## src/hdl/acir_pkg.sv

```systemverilog
// Shared types, widths and constants for the box contact impulse resolver.
// Used by acir_front, acir_div and aabb_contact_impulse_resolver; depends on nothing.
package acir_pkg;

  localparam int LW = 16;
  localparam int CW = 48;
  localparam int UW = 17;
  localparam int AW = 28;
  localparam int PW = 46;
  localparam int MW = 45;
  localparam int DW = 26;
  localparam int QW = 17;
  localparam int DIV_LAT = QW + 1;
  localparam int PIPE_LAT = 3 + 1 + DIV_LAT + 1;

  localparam logic [1:0] AXIS_X = 2'd0;
  localparam logic [1:0] AXIS_Y = 2'd1;
  localparam logic [1:0] AXIS_Z = 2'd2;

  typedef struct packed {
    logic            hit;
    logic [2:0][16:0] ov;
    logic [2:0][17:0] cd;
    logic [CW-1:0]   vel1;
    logic [CW-1:0]   vel2;
    logic            st1;
    logic            st2;
    logic            mnz;
    logic signed [AW-1:0] a1;
    logic signed [AW-1:0] b1;
    logic signed [AW-1:0] a2;
    logic signed [AW-1:0] b2;
    logic [DW-1:0]   den;
  } geo_t;

  typedef struct packed {
    logic            hit;
    logic            applied;
    logic [1:0]      ax;
    logic            neg;
    logic            st1;
    logic            st2;
    logic [CW-1:0]   vel1;
    logic [CW-1:0]   vel2;
    logic signed [UW-1:0] u1;
    logic signed [UW-1:0] u2;
    logic signed [AW-1:0] a1;
    logic signed [AW-1:0] b1;
    logic signed [AW-1:0] a2;
    logic signed [AW-1:0] b2;
    logic [DW-1:0]   den;
  } proj_t;

  typedef struct packed {
    logic            hit;
    logic            applied;
    logic [1:0]      ax;
    logic            neg;
    logic            st1;
    logic            st2;
    logic [CW-1:0]   vel1;
    logic [CW-1:0]   vel2;
    logic signed [PW-1:0] pa1;
    logic signed [PW-1:0] pb1;
    logic signed [PW-1:0] pa2;
    logic signed [PW-1:0] pb2;
    logic [DW-1:0]   den;
  } front_t;

  typedef struct packed {
    logic          hit;
    logic          applied;
    logic [1:0]    ax;
    logic          neg;
    logic          st1;
    logic          st2;
    logic [CW-1:0] vel1;
    logic [CW-1:0] vel2;
    logic          nneg1;
    logic          nneg2;
  } side_t;

  function automatic logic signed [LW-1:0] lane16(input logic [CW-1:0] w, input int k);
    return signed'(w[LW*k +: LW]);
  endfunction

endpackage

```

## src/hdl/acir_div.sv

```systemverilog
// Pipelined restoring divider, one quotient bit per stage, saturating quotient.
// Depends on acir_pkg.
module acir_div import acir_pkg::*; (
  input  logic          clk,
  input  logic [MW-1:0] num,
  input  logic [DW-1:0] den,
  output logic [QW-1:0] quo
);

  logic [MW-1:0] r_r [0:QW-1];
  logic [DW-1:0] d_r [0:QW-1];
  logic [QW-1:0] q_r [0:QW];
  logic          o_r [0:QW];

  always_ff @(posedge clk) begin
    r_r[0] <= num;
    d_r[0] <= den;
    q_r[0] <= '0;
    o_r[0] <= (num >= MW'({den, {QW{1'b0}}}));
  end

  for (genvar i = 1; i <= QW; i++) begin : g_stage
    localparam int B = QW - i;
    logic [MW-1:0] sh;
    logic          take;
    assign sh   = MW'(d_r[i-1]) << B;
    assign take = !o_r[i-1] && (r_r[i-1] >= sh);
    always_ff @(posedge clk) begin
      q_r[i] <= q_r[i-1] | (take ? (QW'(1) << B) : QW'(0));
      o_r[i] <= o_r[i-1];
    end
    if (i < QW) begin : g_carry
      always_ff @(posedge clk) begin
        r_r[i] <= take ? (r_r[i-1] - sh) : r_r[i-1];
        d_r[i] <= d_r[i-1];
      end
    end
  end

  assign quo = o_r[QW] ? {QW{1'b1}} : q_r[QW];

endmodule

```

## config.mk

```make
export PLATFORM = sky130hd
export DESIGN_NAME = acir_div
export DESIGN_NICKNAME = d
export VERILOG_FILES = /design/src/hdl/acir_pkg.sv /design/src/hdl/acir_div.sv
export SDC_FILE = /design/constraint.sdc
export NUM_CORES = 2
export LEC_CHECK = 0
export ABC_CLOCK_PERIOD_IN_PS = 3350
export BUFFER_PORTS_ARGS = -buffer_cell sky130_fd_sc_hd__clkbuf_2
export CAP_MARGIN = 20
export CORE_MARGIN = 3
export CORE_UTILIZATION = 57
export CTS_BUF_LIST = sky130_fd_sc_hd__clkbuf_16
export CTS_CLUSTER_SIZE = 40
export DETAILED_ROUTE_END_ITERATION = 7
export PLACE_DENSITY = 0.87
export SETUP_SLACK_MARGIN = 0.3
export SKIP_CTS_REPAIR_TIMING = 1
export SLEW_MARGIN = 20
export SYNTH_ARGS = -nofsm -noshare
export SYNTH_HDL_FRONTEND = slang
export SYNTH_SLANG_ARGS = --single-unit
export TNS_END_PERCENT = 50
```

## constraint.sdc

```tcl
create_clock -name clk -period 3.35 [get_ports clk]
set_input_delay 0.335 -clock clk [delete_from_list [all_inputs] [get_ports clk]]
set_output_delay 0.335 -clock clk [all_outputs]
set_load 0.02 [all_outputs]
```

==> Word-level counts from Yosys, hierarchy flattened <==
Memory sizes are Yosys's and may differ from the RTL's.
Index checks and enable logic that the tools add are counted.
{ "totals": {"reg_bits": 0, "ramBits": 1531, "output_inout_bits": 17, "word_cells": 123, "memories": 4} }
{ "classes": {"addsub": 16, "magnitude_cmp": 18, "muxes": 34, "bitwise": 17, "reduce_logical": 34} }
{ "mem_list": {"columns": ["memory", "words", "word_bits", "rd", "rd_clocked_by_memory_dff", "wr", "line", "source"], "rows": [
  ["r_r", 17, 45, 17, 0, 17, "acir_div.sv:10", "logic [MW-1:0] r_r [0:QW-1];"],
  ["d_r", 17, 26, 17, 0, 17, "acir_div.sv:11", "logic [DW-1:0] d_r [0:QW-1];"],
  ["q_r", 18, 17, 18, 0, 18, "acir_div.sv:12", "logic [QW-1:0] q_r [0:QW];"],
  ["o_r", 18, 1, 18, 0, 18, "acir_div.sv:13", "logic o_r [0:QW];"]
]} }
{ "ops": {"columns": ["cell", "count"], "rows": [
  ["two-way mux 45 bit", 16],
  ["bitwise OR 17 bit", 4],
  ["greater-or-equal comparator 45 x 26 -> 1 bit", 1],
  ["greater-or-equal comparator 45 x 27 -> 1 bit", 1],
  ["greater-or-equal comparator 45 x 28 -> 1 bit", 1],
  ["greater-or-equal comparator 45 x 29 -> 1 bit", 1],
  ["greater-or-equal comparator 45 x 30 -> 1 bit", 1],
  ["greater-or-equal comparator 45 x 31 -> 1 bit", 1],
  ["greater-or-equal comparator 45 x 32 -> 1 bit", 1],
  ["greater-or-equal comparator 45 x 33 -> 1 bit", 1],
  ["greater-or-equal comparator 45 x 34 -> 1 bit", 1],
  ["greater-or-equal comparator 45 x 35 -> 1 bit", 1],
  ["greater-or-equal comparator 45 x 36 -> 1 bit", 1],
  ["greater-or-equal comparator 45 x 37 -> 1 bit", 1],
  ["greater-or-equal comparator 45 x 38 -> 1 bit", 1],
  ["greater-or-equal comparator 45 x 39 -> 1 bit", 1],
  ["greater-or-equal comparator 45 x 40 -> 1 bit", 1],
  ["greater-or-equal comparator 45 x 41 -> 1 bit", 1],
  ["greater-or-equal comparator 45 x 42 -> 1 bit", 1],
  ["greater-or-equal comparator 45 x 43 -> 1 bit", 1],
  ["subtractor 45 x 27 -> 45 bit", 1],
  ["subtractor 45 x 28 -> 45 bit", 1],
  ["subtractor 45 x 29 -> 45 bit", 1],
  ["subtractor 45 x 30 -> 45 bit", 1],
  ["other kinds (44)", 77]
]} }

==> Longest topological paths before layout <==
An unclocked memory read counts as a cell.
{ "depth": {"ltp_word": 5, "depth_mapped": 15} }

==> Least setup slack after synthesis <==
Ideal clock, no wire load.
{ "synth_path": {"kind": "register to register", "startpoint": "memory r_r[3][13]", "endpoint": "memory r_r[4][14]", "setup_ns": 0.121, "arrival_ns": 3.315, "slack_ns": -0.085, "path_stages_with_launch": 14, "path_cell_list": "dfxtp_1 inv_1 ha_1 inv_1 fa_1 a21o_1 a21o_1 a2111oi_0 o221ai_1 a31oi_1 o21ai_1 a21oi_1 buf_2 mux2_2"} }
{ "synth_lines": {"columns": ["item", "line"], "rows": [
  ["start: declaration", "acir_div.sv:10"]
]} }

==> flow_metrics.env <==
export IMPL_status="finished with violations"
export IMPL_failed_checks="negative setup slack"
export IMPL_insertion_delay_ns=0.77
export IMPL_drc=0
export IMPL_grtUsageTotal=0.249
export IMPL_cts_tree="done"
export IMPL_layout_nets=7479
export IMPL_wl_met2_mm=84.7
export IMPL_clk_pin_slew_ns=0.07
export IMPL_hp_class="in2reg"
export IMPL_setup_violations=1
export IMPL_p_comb_frac=0.409
export IMPL_route_met3_wl_mm=6.63
export IMPL_period_share=1.00
export IMPL_grt_pass1_vias=47400
export IMPL_cp_max_fo=6
export IMPL_worstPathRequired_ns=3.99
export IMPL_rsz0062_at_grt="yes"
export IMPL_postRouteAntennaNets=0
export IMPL_synth_most_common_cell="dfxtp_1"
export IMPL_switching_share=0.368
export IMPL_peakVddDrop_mv=0.686
export IMPL_die_area_um2=110000
export IMPL_clockRootBuffer="clkbuf_16"
export IMPL_cp_end_kind="register"
export IMPL_synth_xor_area_frac=0.0735
export IMPL_grt_pass1_wl_mm=227
export IMPL_crit_chain="inv_1 > ha_1 > nand4b_1 > a31o_2 > nand3_1 > nand3_1 > a31oi_1 > a21oi_1 > o21ai_0 > a211oi_1 > xnor2_1 > mux2_2"
export IMPL_async_reset_ff_frac=0
export IMPL_final_util=0.706
export IMPL_synth_nets=6924
export IMPL_die_h_um=332
export IMPL_p_per_area_nw_per_um2=863
export IMPL_finalWirelength_mm=163
export IMPL_synth_common_cells="dfxtp_1 (1378), inv_1 (612), ha_1 (468)"
export IMPL_synth_simple_area_share=0.135
export IMPL_first_iter_violations=3316
export IMPL_synthCells=6368
export IMPL_dp_hpwl_mm=107
export IMPL_ys_seq_elements=1378
export IMPL_seq_area_frac_synth=0.457
export IMPL_firstDrtPassIters=6
export IMPL_overflow=0
export IMPL_multi_input_area_um2=32900
export IMPL_initial_utilization=0.579
export IMPL_ios=89
export IMPL_startpoint_type="register"
export IMPL_maxCapViolations=0
export IMPL_htreeDepth=4
export IMPL_core_um2=104000
export IMPL_grt_max_degree=54
export IMPL_power_switching_uw=23400
export IMPL_synth_top_family_by_area="compound AO/OA/AOI/OAI gates"
export IMPL_p_clk_frac=0.237
export IMPL_fill_cells=6890
export IMPL_num_vias=48900
export IMPL_area_delta_synth_final_pct=21.9
export IMPL_synth_cell_type_count=92
export IMPL_internal_power_uw=40200
export IMPL_die_x_um=332
export IMPL_synth_area_per_cell_um2=9.49
export IMPL_final_seq_area_um2=27700
export IMPL_synth_top_area_frac=0.457
export IMPL_antenna_found_initial=1
export IMPL_hold_violations=0
export IMPL_slowest_stage="ha_1"
export IMPL_slew_headroom=0.356
export IMPL_yosys_area_top_type="dfxtp_1"
export IMPL_max_freq_mhz=298
export IMPL_numCtsBuffers=140
export IMPL_synth_fa_ha_area_frac=0.102
export IMPL_leakagePower_uw=0.0337
export IMPL_dr_max_layer_used="met4"
export IMPL_cts_path_max_buffers=3
export IMPL_netlist_area_um2=60400
export IMPL_synth_edf_count=0
export IMPL_row_count=118
export IMPL_post_place_ws_ns=-0.782
export IMPL_muxShareOfSynthArea=0.0344
export IMPL_yosysWarnings=0
export IMPL_cp_arrival_ns=4.00
export IMPL_synth_compound_area_share=0.151
export IMPL_gp_congestion=1.01
export IMPL_ys_flop_type="dfxtp_1"
export IMPL_ys_top_cells_by_area="dfxtp_1 (46%), ha_1 (9.7%), xnor2_1 (4.4%), inv_1 (3.8%), a21oi_1 (3.4%)"
export IMPL_skew_ns=0.0219
export IMPL_tightest_slew_ns=0.957
export IMPL_drive_gt1_frac=0.194
export IMPL_crit_top_cell="nand3_1"
export IMPL_viasPerCell=5.81
export IMPL_fin_crit_ns=3.36
export IMPL_maxSlewViolCount=0
export IMPL_p_seq_frac=0.354
export IMPL_fin_ws_ns=-0.00812
export IMPL_path_class="reg2reg"
export IMPL_wl_met1_mm=55.2
export IMPL_io_buffer_count=88
export IMPL_max_stage_delay_ns=0.42
export IMPL_clock_sinks=1378
export IMPL_wl_per_cell_um=19.3
## cell usage in the layout, fill, tap and decap left out, drive strengths merged, types with 19 or more instances in the layout
cell / instances
dfxtp: 1378
inv: 662
ha: 468
nand2: 433
a21oi: 409
buf: 382
o21ai: 366
nor2: 341
xnor2: 304
a21o: 269
clkbuf: 239
xor2: 203
mux2: 173
nor3: 121
nand3: 113
nand4: 100
nand2b: 80
nor4: 79
dlygate4sd3: 71
nor2b: 71
o21a: 53
clkinv: 49
and3: 48
a31oi: 47
or3: 46
o21bai: 40
or2: 38
a211oi: 38
o31ai: 38
o211ai: 28
nand4b: 23
or4: 21
nor4b: 20
and2: 19
## final cells by class
class / count / share of cell area
clock inverter: 111 / 0.0129
timing repair buffer: 551 / 0.0626
inverter: 614 / 0.0313
tap: 1380 / 0.0234
antenna: 1 / 0.0000340
multi-input combinational: 4238 / 0.446
sequential: 1378 / 0.375
clock buffer: 141 / 0.0479
## critical path, delay by kind of cell (launching register included)
kind                     cells  cell delay [ns]
multiplexers                 1             0.27
adder cells (fa/ha/maj)      1             0.42
flip-flops                   1             0.38
XOR/XNOR                     1             0.16
AND/OR/NAND/NOR              3             0.56
buffers and inverters        1             0.07
AO/OA/AOI/OAI                5             1.38
## cell families (layout without fill, tap and decap cells)
family / Yosys count / in the layout
flip-flops: 1378 / 1378
buffers and inverters: 752 / 1417
AO/OA/AOI/OAI: 1452 / 1452
other: 0 / 1
multiplexers: 186 / 186
XOR/XNOR: 507 / 507
AND/OR/NAND/NOR: 1609 / 1609
adder cells (fa/ha/maj): 484 / 484
## power groups by stage
stage / Clock, uW / Combinational [uW] / Sequential, uW
after global placement: 0 / 21700 / 22400
after detailed placement: 0 / 22300 / 22500
after CTS: 15200 / 22600 / 22200
final: 15100 / 26000 / 22500
after global routing: 16000 / 28300 / 22800
after floorplan: 0 / 16800 / 21600
## path summary, 6_finish.rpt
path,from,endpoint,slack (ns),depth (start not counted)
worst max-delay path,d_r[0][28]$_DFF_P_,r_r[2][40]$_DFF_P_,-0.008,12
worst min-delay path,den[19],d_r[0][19]$_DFF_P_,0.23,2
worst max register to register,d_r[0][28]$_DFF_P_,r_r[2][40]$_DFF_P_,-0.008,12
worst min register to register,q_r[13][14]$_DFF_P_,q_r[14][14]$_DFF_P_,0.32,0
## routing by layer
metal | global-route usage | up-vias
met1 | 0.232 | 22900
met4 | 0.202 | 0
met5 | 0 | -
met3 | 0.0339 | 803
met2 | 0.480 | 1883
li1 | - | 23300
## per-stage QoR
stage	area (um2)	setup TNS [ns]	hold WS (ns)	cells	total power, uW
floorplan	60500	0	0.310	6368	38400
global placement	64300	-36.87	0.310	7962	44000
detailed placement	64300	-24.16	0.312	7962	44800
CTS	68800	-32.27	-0.356	8214	60000
global route	73700	-0.966	0.216	8414	67000
finish	73700	-0.00812	0.233	8414	63600
## sequential cells by signal, indices dropped and copies added (netlist names)
name / cells
d_r: 442
o_r: 18
q_r: 153
r_r: 765
Power figures use the tool's default switching activity.
